$ cat src/hw/rtl/ptes_pkg.sv
package ptes_pkg;

  localparam int MAX_PARTICLES = 64;
  localparam int IDX_W = (MAX_PARTICLES > 1) ? $clog2(MAX_PARTICLES) : 1;
  localparam int CNT_W = $clog2(MAX_PARTICLES + 1);

  // Quotient bits of the scale division; |end - start| fits in 17 bits.
  localparam int DIV_STEPS = 17;
  localparam int DIV_CNT_W = $clog2(DIV_STEPS + 1);

  localparam logic OP_ADD  = 1'b0;
  localparam logic OP_TICK = 1'b1;

  typedef enum logic [1:0] {
    ST_REC    = 2'd0,
    ST_ADD_OK = 2'd1,
    ST_FULL   = 2'd2,
    ST_NONE   = 2'd3
  } status_e;

  typedef struct packed {
    logic [15:0] age;
    logic [15:0] life;
    logic [31:0] px;
    logic [31:0] py;
    logic [31:0] pz;
    logic [31:0] vx;
    logic [31:0] vy;
    logic [31:0] vz;
    logic [31:0] ax;
    logic [31:0] ay;
    logic [31:0] az;
    logic [31:0] scale;
  } rec_t;

  typedef struct packed {
    logic shift_up;
    logic shift_dn;
    logic wr_sel;
  } cell_ctrl_t;

endpackage

$ cat src/hw/rtl/ptes_div.sv
module ptes_div (
  input  logic        clk_i,
  input  logic        rst_ni,
  input  logic        start_i,
  input  logic [32:0] dividend_i,
  input  logic [15:0] divisor_i,
  output logic        done_o,
  output logic [16:0] quot_o
);

  logic [15:0]                    rem_q;
  logic [16:0]                    q_q;
  logic [ptes_pkg::DIV_CNT_W-1:0] cnt_q;
  logic                           busy_q;
  logic                           done_q;
  logic [17:0]                    trial;

  assign trial = {1'b0, rem_q, q_q[16]} - {2'b00, divisor_i};

  always_ff @(posedge clk_i or negedge rst_ni) begin
    if (!rst_ni) begin
      busy_q <= 1'b0;
      done_q <= 1'b0;
      cnt_q  <= '0;
    end else begin
      done_q <= 1'b0;
      if (start_i) begin
        busy_q <= 1'b1;
        cnt_q  <= ptes_pkg::DIV_CNT_W'(ptes_pkg::DIV_STEPS);
      end else if (busy_q) begin
        cnt_q <= cnt_q - 1'b1;
        if (cnt_q == ptes_pkg::DIV_CNT_W'(1)) begin
          busy_q <= 1'b0;
          done_q <= 1'b1;
        end
      end
    end
  end

  // Restoring division, one quotient bit per cycle. The quotient fits in 17 bits, so the
  // upper dividend bits start out below the divisor.
  always_ff @(posedge clk_i) begin
    if (start_i) begin
      rem_q <= dividend_i[32:17];
      q_q   <= dividend_i[16:0];
    end else if (busy_q) begin
      rem_q <= trial[17] ? {rem_q[14:0], q_q[16]} : trial[15:0];
      q_q   <= {q_q[15:0], ~trial[17]};
    end
  end

  assign done_o = done_q;
  assign quot_o = q_q;

endmodule

$ cat config.mk
export PLATFORM = sky130hd
export DESIGN_NAME = ptes_div
export DESIGN_NICKNAME = d
export VERILOG_FILES = /design/src/hw/rtl/ptes_pkg.sv /design/src/hw/rtl/ptes_div.sv
export SDC_FILE = /design/constraint.sdc
export NUM_CORES = 1
export LEC_CHECK = 0
export BUFFER_PORTS_ARGS = -buffer_cell sky130_fd_sc_hd__buf_2
export CAP_MARGIN = 20
export CORE_ASPECT_RATIO = 1.2
export CORE_MARGIN = 4
export CORE_UTILIZATION = 30
export CTS_CLUSTER_SIZE = 20
export DETAILED_ROUTE_END_ITERATION = 8
export SLEW_MARGIN = 20
export SYNTH_ARGS = -nofsm -noshare
export SYNTH_HDL_FRONTEND = slang
export SYNTH_SLANG_ARGS = --single-unit
$ cat constraint.sdc
create_clock -name clk_i -period 3.07 [get_ports clk_i]
set_input_delay 0.921 -clock clk_i [delete_from_list [all_inputs] [get_ports clk_i]]
set_output_delay 0.921 -clock clk_i [all_outputs]
set_load 0.05 [all_outputs]
==> results.md <==
* Slowest stage delay, CP at 0.36 ns
* Syn Area/Cell at 10.4 um2
* DRT antenna net count at 0
* First-pass GRT wire length at 12400 um
* Clock slew at reported path FFs at roughly 0.060 ns
* Share of the clock period used by the worst path at 90.2%
* Yosys reg bits at 40
* Most frequent cells in the layout: 69 x buf_2, 33 x edfxtp_1, 21 x inv_1, 21 x nor2_1, 21 x buf_4
* MaxCap Viol Count at 0
* WL per Instance at 15.4 um
* Total grt overflow at 0
* Most frequently used flop master after synthesis: edfxtp_1
* Detailed-route via count at 2513
* Hold WS at between 0.4 and 0.5 ns
* Post-synthesis cell count at 286
* Net count after synthesis at 357
* Global Route Usage Sum at 13.2%
* Synth warn at 0
* Num rows at 39
* Iter 0 DRT Violations at 125
* CP Data Required Time at 3.10 ns
* Final TNS setup at 0 ns
* GPL Wtd Cong at 0.904
* DR WL met2 at 3740 um
* Crit path launch: divisor_i[8]
* CP top delay family: compound AO/OA/AOI/OAI gates
* Cell Int Power at a little under 0.002 W
* Total power at 0.00353 W
* Router iterations before antenna repair at 4
* Cell variety after synth at 61
* Max-slew violations at 0
* Seq/Total Area, Yosys at between 30 and 40%
* Largest net degree at the start of global routing at 25
* Die Footprint at approximately 0.012 mm2
* CTS Buf Count at 5
* TritonCTS clock tree: built
* Detailed Place HPWL at 6020 um
* Met3 wire len at 381 um
* CP Buf/Inv Count at 3
* Fin util at 38.7%
* Core ar. at 0.00956 mm2
* Starting density of the core at between 30% and 40%
* I/O pin count at 70
* RSZ-0062 raised after global routing: false
* Die W at around 99 um
* CP endpoint kind: flop
* Chip Height at 117 um
* DP Area at about 0.0036 mm2
* I/O Buffers at 69
* Antenna violations before repair at 0
* Part of the power in registers at 28.1%
* Minimum clock period at 2.77 ns
* Slew HR at 70.5%
* FFs w/ async S/R, synth at 17.5%
* Longest Clk Path Bufs at 2
* Clock power frac at 14.7%
* Outcome: finished, final reports clean
* VDD IR max at about 0.00045 V
* Leak Pwr at 1.59 nW
* Max Fclk at 0.361 GHz
* Slowest cell on crit path: a211o_4
* Worst EP arrival at between 2 and 3 ns
* Worst Path Class, Setup: primary input to flop
* Worst min path class: primary input to asynchronous set/reset pin
* CP Cell Sequence: buf_2 -> inv_1 -> ha_1 -> and2_4 -> o2111ai_4 -> a211o_4 -> a31o_4 -> buf_4 -> a41oi_2 -> o31ai_1
* Sw Pwr at 0.00155 W
* Number of flops mapped to enable cells by yosys at 33
* Root Driver: clkbuf_16
* Hold-fix buffers, CTS at 0
* Vias/cell at 5.10
* Count of final setup violators at 0
* Postcts setup bufs at 0
* Pwr per Cell Area at between 900 and 1000 mW/mm2
* CTS Sinks at 40
* Startpoint Class: primary input
* Antenna cells at 0
* Reg-to-reg startpoint: rem_q[6]$_DFFE_PP_
* Comb power frac at between 50% and 60%
* DRC violations left at 0
* Highest signal layer in the routed design: met4
* Post-Route WL at 7600 um
* Met1 WL at 3340 um
* Finished layout cell area at between 0.003 and 0.004 mm2
* Worst-margin pin slew at 0.442 ns
* Clock skew at 0.00414 ns
* Vias in the first global route at 2585
* Critical Path Fanout Max at 7
* Area Growth Syn to Fin at 25.1%
* Worst skew pair latency at ~0.28 ns
* Final hold vios at 0
* Layout cells sized above 1 at 35.9%
* Htree depth at 2
* Mapped Area at just under 0.003 mm2
* Nets@finish at 440
* CTS-repair resized insts at 0
* Most common cell after layout, fill and taps aside: buf_2
* Switching share of power at 44.0%
logic make-up after synthesis:
group | count (synthesis) | share of synthesized area (%)
simple gates | 84 | 14.7
compound gates | 75 | 21.8
flops | 40 | 39.4
buf+inv | 36 | 4.86
mux | 19 | 7.14
fa+ha+maj | 19 | 8.28
xor+xnor | 13 | 3.84
synthesized netlist by cell type, types with 2 or more instances:
library cell  number  area share (%)
a211oi_1           4             1.0
a21o_1             4             1.0
a21oi_1           10             1.7
a311oi_1           2            0.59
a31oi_1            5             1.1
a41oi_1            4             1.2
a41oi_2            5             2.7
and2_1             7             1.5
and3_1             3            0.63
clkbuf_1          12             1.5
dfrtp_1            7             5.9
edfxtp_1          33              33
ha_1              18             7.6
inv_1             21             2.7
mux2_2            17             6.5
mux2i_1            2            0.68
nand2_1           19             2.4
nand2b_1           3            0.63
nand3_1            6             1.0
nand4_1            2            0.42
nor2_1            21             2.7
nor2b_1            2            0.42
nor3_1             6             1.0
nor3b_1            3            0.76
nor4_1             3            0.63
o211ai_1           2            0.51
o21a_1             3            0.76
o21ai_0            9             1.5
o31a_1             2            0.59
o31ai_1            8             2.0
o31ai_2            2            0.84
xnor2_1            8             2.4
xor2_1             5             1.5
worst paths after layout:
kind | to | slack (ns) | depth (start not counted)
worst min register to register | cnt_q[4]$_DFFE_PN0P_ | 0.53 | 2
min in group clk_i | cnt_q[4]$_DFFE_PN0P_ | 0.53 | 2
max in group asynchronous | busy_q$_DFF_PN0_ | 2.45 | 1
worst max-delay path | rem_q[12]$_DFFE_PP_ | 0.30 | 10
worst max register to register | rem_q[12]$_DFFE_PP_ | 0.61 | 8
worst min-delay path | cnt_q[4]$_DFFE_PN0P_ | 0.46 | 1
through the flow:
step | instances | setup slack [ns]
after floorplan | 286 | 0.203
after global placement | 485 | 0.0380
after detailed placement | 485 | 0.00665
after CTS | 493 | 0.301
after global routing | 493 | 0.155
final | 493 | 0.301
layout make-up:
| type | instances | area, um2 |
|---|---|---|
| Multi-Input combinational cell | 210 | 1660 |
| Sequential cell | 40 | 1170 |
| Timing Repair Buffer | 90 | 503 |
| Inverter | 22 | 82.6 |
| Clock buffer | 5 | 125 |
| Tap cell | 123 | 154 |
| Clock inverter | 3 | 18.8 |
| Fill cell | 992 | 5860 |
worst register-to-register path: cells and delay by family, from the launching register on:
kind / cells / cell delay (ns)
adder cells (fa/ha/maj): 1 / 0.33
flip-flops: 1 / 0.45
AND/OR/NAND/NOR: 1 / 0.18
buffers and inverters: 1 / 0.17
AO/OA/AOI/OAI: 5 / 1.08
power by group through the flow:
stage                     clock, W  combinational [W]  sequential (W)
after floorplan                  0            0.00127         0.00116
after global placement           0            0.00199         0.00100
after detailed placement         0            0.00202         0.00100
after CTS                 0.000537            0.00203        0.000994
after global routing      0.000561            0.00222         0.00102
final                     0.000519            0.00202        0.000992
metal layers:
| layer | vias to the layer above | GRT usage (%) |
|---|---|---|
| met5 | - | 0 |
| met4 | 0 | 3.46 |
| met3 | 11 | 2.96 |
| met2 | 62 | 23.2 |
| met1 | 1191 | 16.4 |
| li1 | 1249 | - |
state kept, by name, indices dropped and copies added, names as in the netlist:
register,count
busy_q,1
cnt_q,5
done_o,1
quot_o,17
rem_q,16
(Power assumes the default switching activity.)
